$ cat src/design/lrc_timestamp_parser_assert.svh
// assertion macros of the timestamp parser, used by lts_fsm
// no dependencies; taken in by `include where assertions are written
`ifndef LRC_TIMESTAMP_PARSER_ASSERT_SVH
`define LRC_TIMESTAMP_PARSER_ASSERT_SVH

// same-cycle implication, disabled while in reset
`define LTS_ASSERT_IMPL(label, clk, rst_n, ante, cons) \
    label: assert property (@(posedge clk) disable iff (!rst_n) (ante) |-> (cons)) \
        else $error("timestamp parser check failed");

// next-cycle implication, disabled while in reset
`define LTS_ASSERT_NEXT(label, clk, rst_n, ante, cons) \
    label: assert property (@(posedge clk) disable iff (!rst_n) (ante) |=> (cons)) \
        else $error("timestamp parser check failed");

`endif

$ cat src/design/lts_pkg.sv
// types, constants and helper functions of the lrc timestamp parser
// no dependencies; imported by every file of the block but the assertion header
package lts_pkg;

    // limits
    localparam int MAX_STAMPS_PER_LINE = 8;
    localparam int STAMP_CNT_W         = $clog2(MAX_STAMPS_PER_LINE + 1);
    localparam int BYTE_W              = 8;
    localparam int MS_W                = 30;
    localparam int SLOT_W              = 3;
    localparam int ACC_W               = 14;
    localparam int FRAC_W              = 10;
    localparam int FRAC_CNT_W          = 2;
    localparam logic [ACC_W-1:0]      ACC_MAX        = ACC_W'(9999);
    localparam logic [FRAC_CNT_W-1:0] FRAC_KEEP      = FRAC_CNT_W'(3);
    localparam logic [MS_W-1:0]       MS_PER_MIN     = MS_W'(60000);
    localparam logic [MS_W-1:0]       MS_PER_SEC     = MS_W'(1000);

    // characters
    localparam logic [BYTE_W-1:0] CHAR_OPEN    = 8'h5B;  // [
    localparam logic [BYTE_W-1:0] CHAR_CLOSE   = 8'h5D;  // ]
    localparam logic [BYTE_W-1:0] CHAR_COLON   = 8'h3A;  // :
    localparam logic [BYTE_W-1:0] CHAR_DOT     = 8'h2E;  // .
    localparam logic [BYTE_W-1:0] CHAR_NEWLINE = 8'h0A;  // \n
    localparam logic [BYTE_W-1:0] CHAR_ZERO    = 8'h30;  // 0
    localparam logic [BYTE_W-1:0] CHAR_NINE    = 8'h39;  // 9

    // fraction digit counts
    localparam logic [FRAC_CNT_W-1:0] FRAC_NONE  = 2'd0;
    localparam logic [FRAC_CNT_W-1:0] FRAC_TENTH = 2'd1;
    localparam logic [FRAC_CNT_W-1:0] FRAC_HUND  = 2'd2;
    localparam logic [FRAC_CNT_W-1:0] FRAC_MILLI = 2'd3;

    // parser phases
    typedef enum logic [2:0] {
        PH_OPEN,
        PH_MIN_FIRST,
        PH_MIN,
        PH_SEC,
        PH_FRAC,
        PH_BODY
    } phase_t;

    // finished stamp handed from the parser to the converter
    typedef struct packed {
        logic [ACC_W-1:0]      minutes;
        logic [ACC_W-1:0]      seconds;
        logic [FRAC_W-1:0]     fraction;
        logic [FRAC_CNT_W-1:0] frac_digits;
        logic [SLOT_W-1:0]     slot;
    } stamp_rec_t;

    // append a decimal digit, saturating at ACC_MAX
    function automatic logic [ACC_W-1:0] sat_push(input logic [ACC_W-1:0] acc,
                                                  input logic [3:0] d);
        logic [ACC_W+3:0] v;
        v = (ACC_W+4)'(acc) * (ACC_W+4)'(10) + (ACC_W+4)'(d);
        sat_push = (v > (ACC_W+4)'(ACC_MAX)) ? ACC_MAX : v[ACC_W-1:0];
    endfunction

endpackage

$ cat src/design/lts_byte_if.sv
// byte input channel of the lrc timestamp parser
// depends on lts_pkg
interface lts_byte_if
    import lts_pkg::*;
();
    logic              valid;
    logic              ready;
    logic [BYTE_W-1:0] text_byte;

    modport source (output valid, output text_byte, input ready);
    modport sink   (input valid, input text_byte, output ready);
endinterface

$ cat src/design/lts_stamp_if.sv
// stamp result channel of the lrc timestamp parser
// depends on lts_pkg
interface lts_stamp_if
    import lts_pkg::*;
();
    logic              valid;
    logic              ready;
    logic [MS_W-1:0]   stamp_ms;
    logic [SLOT_W-1:0] stamp_slot;

    modport source (output valid, output stamp_ms, output stamp_slot, input ready);
    modport sink   (input valid, input stamp_ms, input stamp_slot, output ready);
endinterface

$ cat src/design/lts_fsm.sv
// character parser: phase machine, digit accumulators and stamp record register
// depends on lts_pkg and lrc_timestamp_parser_assert.svh
`include "lrc_timestamp_parser_assert.svh"

module lts_fsm
    import lts_pkg::*;
(
    input  logic              clk,
    input  logic              rst_n,
    input  logic              in_valid,
    output logic              in_ready,
    input  logic [BYTE_W-1:0] text_byte,
    output logic              rec_valid,
    input  logic              rec_ready,
    output stamp_rec_t        rec
);

    phase_t                  phase_reg, phase_next;
    logic [ACC_W-1:0]        minutes_acc_reg, minutes_acc_next;
    logic [ACC_W-1:0]        seconds_acc_reg, seconds_acc_next;
    logic [FRAC_W-1:0]       fraction_acc_reg, fraction_acc_next;
    logic [FRAC_CNT_W-1:0]   fraction_digits_reg, fraction_digits_next;
    logic [STAMP_CNT_W-1:0]  stamps_in_line_reg, stamps_in_line_next;
    logic                    rec_valid_reg;
    stamp_rec_t              rec_reg;

    logic                    accept;
    logic                    is_digit;
    logic                    is_newline;
    logic                    close_hit;
    logic                    line_full;
    logic [3:0]              digit_val;

    // character classes
    assign accept     = in_valid && in_ready;
    assign in_ready   = !rec_valid_reg || rec_ready;
    assign is_digit   = (text_byte >= CHAR_ZERO) && (text_byte <= CHAR_NINE);
    assign digit_val  = is_digit ? 4'(text_byte - CHAR_ZERO) : 4'd0;
    assign is_newline = (text_byte == CHAR_NEWLINE);
    assign close_hit  = !is_newline && (text_byte == CHAR_CLOSE)
                        && ((phase_reg == PH_SEC) || (phase_reg == PH_FRAC));
    assign line_full  = (stamps_in_line_reg >= STAMP_CNT_W'(MAX_STAMPS_PER_LINE - 1));

    // next phase
    always_comb
    begin
        phase_next = phase_reg;
        if (is_newline)
        begin
            phase_next = PH_OPEN;
        end
        else
        begin
            unique case (phase_reg)
                PH_OPEN:
                    phase_next = (text_byte == CHAR_OPEN) ? PH_MIN_FIRST : PH_BODY;
                PH_MIN_FIRST:
                    phase_next = is_digit ? PH_MIN : PH_BODY;
                PH_MIN:
                    if (is_digit)
                        phase_next = PH_MIN;
                    else if (text_byte == CHAR_COLON)
                        phase_next = PH_SEC;
                    else
                        phase_next = PH_BODY;
                PH_SEC:
                    if (is_digit)
                        phase_next = PH_SEC;
                    else if ((text_byte == CHAR_DOT) || (text_byte == CHAR_COLON))
                        phase_next = PH_FRAC;
                    else if (close_hit)
                        phase_next = line_full ? PH_BODY : PH_OPEN;
                    else
                        phase_next = PH_BODY;
                PH_FRAC:
                    if (is_digit)
                        phase_next = PH_FRAC;
                    else if (close_hit)
                        phase_next = line_full ? PH_BODY : PH_OPEN;
                    else
                        phase_next = PH_BODY;
                default:
                    phase_next = PH_BODY;
            endcase
        end
    end

    // accumulator and stamp count updates
    always_comb
    begin
        minutes_acc_next     = minutes_acc_reg;
        seconds_acc_next     = seconds_acc_reg;
        fraction_acc_next    = fraction_acc_reg;
        fraction_digits_next = fraction_digits_reg;
        stamps_in_line_next  = stamps_in_line_reg;
        if (is_newline || close_hit || ((phase_reg == PH_OPEN) && (text_byte == CHAR_OPEN)))
        begin
            minutes_acc_next     = '0;
            seconds_acc_next     = '0;
            fraction_acc_next    = '0;
            fraction_digits_next = FRAC_NONE;
            if (is_newline)
                stamps_in_line_next = '0;
            else if (close_hit)
                stamps_in_line_next = stamps_in_line_reg + STAMP_CNT_W'(1);
        end
        else if (is_digit)
        begin
            unique case (phase_reg) inside
                PH_MIN_FIRST, PH_MIN:
                    minutes_acc_next = sat_push(minutes_acc_reg, digit_val);
                PH_SEC:
                    seconds_acc_next = sat_push(seconds_acc_reg, digit_val);
                PH_FRAC:
                    if (fraction_digits_reg < FRAC_KEEP)
                    begin
                        fraction_acc_next    = FRAC_W'(fraction_acc_reg * FRAC_W'(10)
                                                       + FRAC_W'(digit_val));
                        fraction_digits_next = fraction_digits_reg + FRAC_CNT_W'(1);
                    end
                default:
                    ;
            endcase
        end
    end

    // state registers
    always_ff @(posedge clk or negedge rst_n)
    begin
        if (!rst_n)
        begin
            phase_reg           <= PH_OPEN;
            minutes_acc_reg     <= '0;
            seconds_acc_reg     <= '0;
            fraction_acc_reg    <= '0;
            fraction_digits_reg <= FRAC_NONE;
            stamps_in_line_reg  <= '0;
        end
        else if (accept)
        begin
            phase_reg           <= phase_next;
            minutes_acc_reg     <= minutes_acc_next;
            seconds_acc_reg     <= seconds_acc_next;
            fraction_acc_reg    <= fraction_acc_next;
            fraction_digits_reg <= fraction_digits_next;
            stamps_in_line_reg  <= stamps_in_line_next;
        end
    end

    // finished stamp record, held until the converter takes it
    always_ff @(posedge clk or negedge rst_n)
    begin
        if (!rst_n)
            rec_valid_reg <= 1'b0;
        else if (accept)
            rec_valid_reg <= close_hit;
        else if (rec_ready)
            rec_valid_reg <= 1'b0;
    end

    always_ff @(posedge clk)
    begin
        if (accept && close_hit)
        begin
            rec_reg.minutes     <= minutes_acc_reg;
            rec_reg.seconds     <= seconds_acc_reg;
            rec_reg.fraction    <= fraction_acc_reg;
            rec_reg.frac_digits <= fraction_digits_reg;
            rec_reg.slot        <= SLOT_W'(stamps_in_line_reg);
        end
    end

    assign rec_valid = rec_valid_reg;
    assign rec       = rec_reg;

    // checks
    `LTS_ASSERT_IMPL(a_open_clear, clk, rst_n, (phase_reg == PH_OPEN),
        ((minutes_acc_reg == '0) && (seconds_acc_reg == '0) && (fraction_acc_reg == '0)))
    `LTS_ASSERT_IMPL(a_count_bound, clk, rst_n, 1'b1,
        (stamps_in_line_reg <= STAMP_CNT_W'(MAX_STAMPS_PER_LINE)))
    `LTS_ASSERT_NEXT(a_newline_restart, clk, rst_n, (accept && is_newline),
        ((phase_reg == PH_OPEN) && (stamps_in_line_reg == '0) && !rec_valid_reg))

endmodule

$ cat src/design/lts_conv.sv
// millisecond conversion of a finished stamp into the output register
// depends on lts_pkg
module lts_conv
    import lts_pkg::*;
(
    input  logic              clk,
    input  logic              rst_n,
    input  logic              rec_valid,
    output logic              rec_ready,
    input  stamp_rec_t        rec,
    output logic              out_valid,
    input  logic              out_ready,
    output logic [MS_W-1:0]   stamp_ms,
    output logic [SLOT_W-1:0] stamp_slot
);

    logic                out_valid_reg;
    logic [MS_W-1:0]     stamp_ms_reg, stamp_ms_next;
    logic [SLOT_W-1:0]   stamp_slot_reg;
    logic [FRAC_W-1:0]   frac_ms;

    assign rec_ready = !out_valid_reg || out_ready;

    // pad the kept fraction digits to milliseconds
    always_comb
    begin
        unique case (rec.frac_digits)
            FRAC_NONE:  frac_ms = '0;
            FRAC_TENTH: frac_ms = FRAC_W'(rec.fraction * FRAC_W'(100));
            FRAC_HUND:  frac_ms = FRAC_W'(rec.fraction * FRAC_W'(10));
            FRAC_MILLI: frac_ms = rec.fraction;
            default:    frac_ms = '0;
        endcase
    end

    // minutes and seconds by constant multiplies, then one sum
    assign stamp_ms_next = MS_W'(rec.minutes) * MS_PER_MIN
                         + MS_W'(rec.seconds) * MS_PER_SEC
                         + MS_W'(frac_ms);

    // output register
    always_ff @(posedge clk or negedge rst_n)
    begin
        if (!rst_n)
            out_valid_reg <= 1'b0;
        else if (rec_ready)
            out_valid_reg <= rec_valid;
    end

    always_ff @(posedge clk)
    begin
        if (rec_ready && rec_valid)
        begin
            stamp_ms_reg   <= stamp_ms_next;
            stamp_slot_reg <= rec.slot;
        end
    end

    assign out_valid  = out_valid_reg;
    assign stamp_ms   = stamp_ms_reg;
    assign stamp_slot = stamp_slot_reg;

endmodule

$ cat src/design/lrc_timestamp_parser.sv
// top level of the lrc lyric timestamp parser
// depends on lts_pkg, lts_byte_if, lts_stamp_if, lts_fsm and lts_conv
//
// Usage:
//   byte_in carries lyric text, one ASCII byte per transfer. stamp_out gives
//   one transfer per complete [mm:ss], [mm:ss.f..] or [mm:ss:f..] stamp at
//   the start of a line: stamp_ms in milliseconds and stamp_slot, its place
//   among the line's stamps. Bytes that are not part of a stamp give nothing.
//   Throughput: one byte per cycle, sustained, with stamp_out ready.
//   Path: the transfer of the closing bracket loads the record register,
//   which then loads the output register once that is free; stamp_out.valid
//   rises when the output register holds the stamp.
//   Stalls: when stamp_out is held off, the output register and the stamp
//   record register fill; byte_in.ready then drops and rises again in the
//   cycle the receiver takes the waiting stamp. Nothing is dropped.
//   Reset: rst_n is asynchronous, active low; the parser returns to the
//   start of a line with cleared accumulators and no stamp pending.
module lrc_timestamp_parser
    import lts_pkg::*;
(
    input  logic               clk,
    input  logic               rst_n,
    lts_byte_if.sink           byte_in,
    lts_stamp_if.source        stamp_out
);

    logic       rec_valid;
    logic       rec_ready;
    stamp_rec_t rec;

    // character parser
    lts_fsm u_fsm (
        .clk       (clk),
        .rst_n     (rst_n),
        .in_valid  (byte_in.valid),
        .in_ready  (byte_in.ready),
        .text_byte (byte_in.text_byte),
        .rec_valid (rec_valid),
        .rec_ready (rec_ready),
        .rec       (rec)
    );

    // millisecond conversion and output register
    lts_conv u_conv (
        .clk        (clk),
        .rst_n      (rst_n),
        .rec_valid  (rec_valid),
        .rec_ready  (rec_ready),
        .rec        (rec),
        .out_valid  (stamp_out.valid),
        .out_ready  (stamp_out.ready),
        .stamp_ms   (stamp_out.stamp_ms),
        .stamp_slot (stamp_out.stamp_slot)
    );

endmodule
$ cat src/flat_wrapper.sv
// flat-port wrapper written by rule: the top's interface ports become plain ports
module lrc_timestamp_parser_flat import lts_pkg::*;
  (clk, rst_n, byte_in_valid, byte_in_text_byte, byte_in_ready, stamp_out_valid, stamp_out_stamp_ms, stamp_out_stamp_slot, stamp_out_ready);
  lts_byte_if byte_in_i ();
  lts_stamp_if stamp_out_i ();
  input  logic clk;
  input  logic rst_n;
  input wire logic [$bits(byte_in_i.valid)-1:0] byte_in_valid;
  input wire logic [$bits(byte_in_i.text_byte)-1:0] byte_in_text_byte;
  output wire logic [$bits(byte_in_i.ready)-1:0] byte_in_ready;
  output wire logic [$bits(stamp_out_i.valid)-1:0] stamp_out_valid;
  output wire logic [$bits(stamp_out_i.stamp_ms)-1:0] stamp_out_stamp_ms;
  output wire logic [$bits(stamp_out_i.stamp_slot)-1:0] stamp_out_stamp_slot;
  input wire logic [$bits(stamp_out_i.ready)-1:0] stamp_out_ready;
  assign byte_in_i.valid = byte_in_valid;
  assign byte_in_i.text_byte = byte_in_text_byte;
  assign byte_in_ready = byte_in_i.ready;
  assign stamp_out_valid = stamp_out_i.valid;
  assign stamp_out_stamp_ms = stamp_out_i.stamp_ms;
  assign stamp_out_stamp_slot = stamp_out_i.stamp_slot;
  assign stamp_out_i.ready = stamp_out_ready;
  lrc_timestamp_parser u_core (.clk(clk), .rst_n(rst_n), .byte_in(byte_in_i), .stamp_out(stamp_out_i));
endmodule
$ cat config.mk
export PLATFORM = sky130hd
export DESIGN_NAME = lrc_timestamp_parser_flat
export DESIGN_NICKNAME = d
export VERILOG_FILES = /design/src/design/lts_pkg.sv /design/src/design/lts_byte_if.sv /design/src/design/lts_stamp_if.sv /design/src/design/lts_fsm.sv /design/src/design/lts_conv.sv /design/src/design/lrc_timestamp_parser.sv /design/src/flat_wrapper.sv
export VERILOG_INCLUDE_DIRS = /design/src /design/src/design
export SDC_FILE = /design/constraint.sdc
export NUM_CORES = 1
export LEC_CHECK = 0
export BUFFER_PORTS_ARGS = -buffer_cell sky130_fd_sc_hd__buf_2
export CELL_PAD_IN_SITES_DETAIL_PLACEMENT = 0
export CELL_PAD_IN_SITES_GLOBAL_PLACEMENT = 1
export CORE_MARGIN = 2
export CORE_UTILIZATION = 30
export CTS_CLUSTER_DIAMETER = 100
export DETAILED_ROUTE_END_ITERATION = 8
export PLACE_DENSITY = 0.57
export SYNTH_ARGS = -nofsm -noshare
export SYNTH_HDL_FRONTEND = slang
export SYNTH_SLANG_ARGS = --single-unit
$ cat constraint.sdc
create_clock -name clk -period 6.85 [get_ports clk]
set_clock_uncertainty 0.2 [all_clocks]
set_input_delay 2.055 -clock clk [delete_from_list [all_inputs] [get_ports clk]]
set_output_delay 2.055 -clock clk [all_outputs]
set_load 0.01 [all_outputs]
==> reports/metrics.cfg <==
[global_route]
grt_max_degree = 50
grt_pass1_vias = 10300
grt.overflow.total = 0
grt_pass1_wl_microns = 53400
antenna_found_initial = 0
grt.total_usage_pct = 13.6

[place]
gp_congestion = 0.797
hpwlAfterDp_microns = 26500
io_buffer_count = 46

[die]
row_count = 79
start_util_pct = 30.5
dieArea_sq_um = 49100
ioPinCount = 47
core_sq_um = 46700
die_w_microns = 222
die_h_microns = 222

[synth]
syn-num-nets = 1772
synth_edf_count = 76
yosysUniqueCellTypes = 79
netlist_instances = 1399
async_flop_share_pct = 39.2
synth_warnings = 0
ys.flop_type = edfxtp_1
synth-seq-cells = 125
ys_seq_area_share_pct = 24.7
syn-cell-area_sq_um = 14200
postSynthAreaPerCell_sq_um = 10.2

[job]
cap_violations = 0

[detailed_routing]
dr.pass1.iters = 6
wl_microns = 32200
post_drt_wl_per_cell_microns = 15.2
ant_nets = 0
vias_per_cell = 4.68
vias = 9916
dr.first_iter.drc_count = 316
drc_errors = 4

[timing]
hold_ws_ns = 0.222
finalCritPeriodShare_pct = 95.5
fmaxAchievable_ghz = 0.153
hold_viol_final = 0
slew_headroom_pct = 27.5
setup_viol = 0
tightest_slew_ns = 1.09
slew_violations = 0
period_needed_ns = 6.54

[clock_network]
hold_buffers = 0
root_buffer = clkbuf_16
cts_num_sinks = 125
clkTransAtPathRegs_ns = 0.06
clk_path_buf_depth = 2
clk_latency_ns = 0.45
cts-buffers-inserted = 17
h-tree-depth = 4
cts_tree = yes

[worst_setup_path]
start_kind = flip-flop
path_class = reg2reg
crit_path_end_kind = flip-flop
path_max_fanout = 5
required_ns = 6.83
crit_arrival_ns = 6.52

[final_layout]
area_growth_pct = 14.0
n_antenna_cell = 0
drive_gt1_share_pct = 11.4
final_nets = 1873
largest_register_ffs = 43
final_core_util_pct = 34.7

[run_status]
status = finished with violations
failed_checks = design-rule violations

[min_path]
hold_class = reg2reg

[pwr]
powerDensity_nw_per_um2 = 114
peakVddDrop_v = 0.000132
leakage_nw = 7.96

-- per-stage QoR --
stage                     setup WS [ns]  instance area (sq um)  total power, mW  instances  TNS [ns]
after CTS                       0.00121                  16100             1.87       2118         0
after global placement          0.00945                  15500            0.968       2086         0
final                             0.309                  16200             1.85       2120         0
after global routing            -0.0328                  16200             1.92       2120   -0.0486
after floorplan                  0.0808                  14200            0.928       1399         0
after detailed placement        -0.0547                  15500            0.969       2086    -0.140
-- power breakdown --
part / total (mW) / internal [mW] / switching [mW]
clock: 0.894 / 0.531 / 0.363
sequential: 0.822 / 0.805 / 0.0168
combinational: 0.131 / 0.0540 / 0.0767
total: 1.85 / 1.39 / 0.457
-- synth_stat cells, types with 13 or more instances --
library cell,instances,area (sq um)
a21o_1,35,263
a21oi_1,86,430
clkbuf_1,17,63.8
dfrtp_1,49,1230
edfxtp_1,76,2280
fa_1,112,2240
ha_1,249,3120
inv_1,192,721
nand2_1,79,297
nand2b_1,14,87.6
nand3_1,24,120
nor2_1,60,225
nor2b_1,15,93.8
nor3_1,25,125
o21a_1,13,97.6
o21ai_0,45,225
o31ai_1,13,97.6
xnor2_1,82,718
xor2_1,38,333
-- logic make-up (layout without fill, tap and decap cells) --
| kind of cell | count (synthesis) | after routing | share of synthesized area (%) |
|---|---|---|---|
| AO/OA/AOI/OAI | 279 | 279 | 13.1 |
| XOR/XNOR | 120 | 120 | 7.40 |
| adder cells (fa/ha/maj) | 361 | 361 | 37.7 |
| buffers and inverters | 210 | 324 | 5.56 |
| flip-flops | 125 | 125 | 24.7 |
| multiplexers | 8 | 8 | 0.590 |
| AND/OR/NAND/NOR | 296 | 296 | 11.0 |
-- repair_timing --
item | CTS | global route
setup buffers | 0 | 2
endpoints found under the setup margin | 4 | 8
hold endpoints to repair | 0 | 0
pin swaps | 0 | 8
gates resized for setup | 2 | 25
-- worst max-delay path, stage by stage (launching register included) --
cell      delay [ns]
edfxtp_1        0.34
inv_1           0.08
fa_1            0.54
inv_1           0.05
fa_1            0.47
fa_1            0.51
inv_1           0.05
fa_1            0.51
fa_1            0.55
inv_1           0.04
ha_1            0.31
buf_4           0.13
and4_1          0.20
buf_4           0.13
nor3_1          0.04
a211oi_1        0.23
o21ai_0         0.16
nand2b_1        0.11
xor2_1          0.19
ha_1            0.26
ha_1            0.30
buf_4           0.16
nand4_1         0.13
a41oi_2         0.13
or2_2           0.31
nand2_1         0.09
xnor2_1         0.06
-- final cells by class --
type	count	area [sq um]
fill	4809	30500
multi-input combinational	1064	10000
sequential	125	3510
tap	607	759
inverter	192	721
timing repair buffer	100	636
clock buffer	23	479
clock inverter	9	86.3
-- per-layer routing --
metal | wire (microns) | GRT usage [%]
met1 | 16000 | 18.2
met2 | 15100 | 23.0
met3 | 706 | 2.17
met4 | 387 | 3.07
met5 | 0 | 0
-- placed cells by master, fill, tap and decap left out, types with 25 or more instances in the layout --
master and count:
a21oi_1 83, ha_1 247, fa_1 111, nor3_1 25, inv_1 189, a21o_1 35, xor2_1 38, xnor2_1 82
dfrtp_1 49, o21ai_0 39, buf_2 46, buf_4 54, nand2_1 79, nor2_1 60, edfxtp_1 76
-- final timing paths --
check                                     start                          endpoint  slack (ns)  cells after the start
min in group asynchronous                 rst_n  u_core.u_fsm.fraction_acc_reg[8]        1.51                      2
setup / recovery           u_core.u_fsm.rec[31]        u_core.u_conv.stamp_ms[26]        0.31                     26
hold / removal              u_core.u_fsm.rec[2]       u_core.u_conv.stamp_slot[2]        0.22                      0
setup reg to reg           u_core.u_fsm.rec[31]        u_core.u_conv.stamp_ms[26]        0.31                     26
hold reg to reg             u_core.u_fsm.rec[2]       u_core.u_conv.stamp_slot[2]        0.22                      0
max in group asynchronous                 rst_n  u_core.u_fsm.minutes_acc_reg[13]        4.43                      2
No activity file was read; power rests on OpenSTA's default activity.
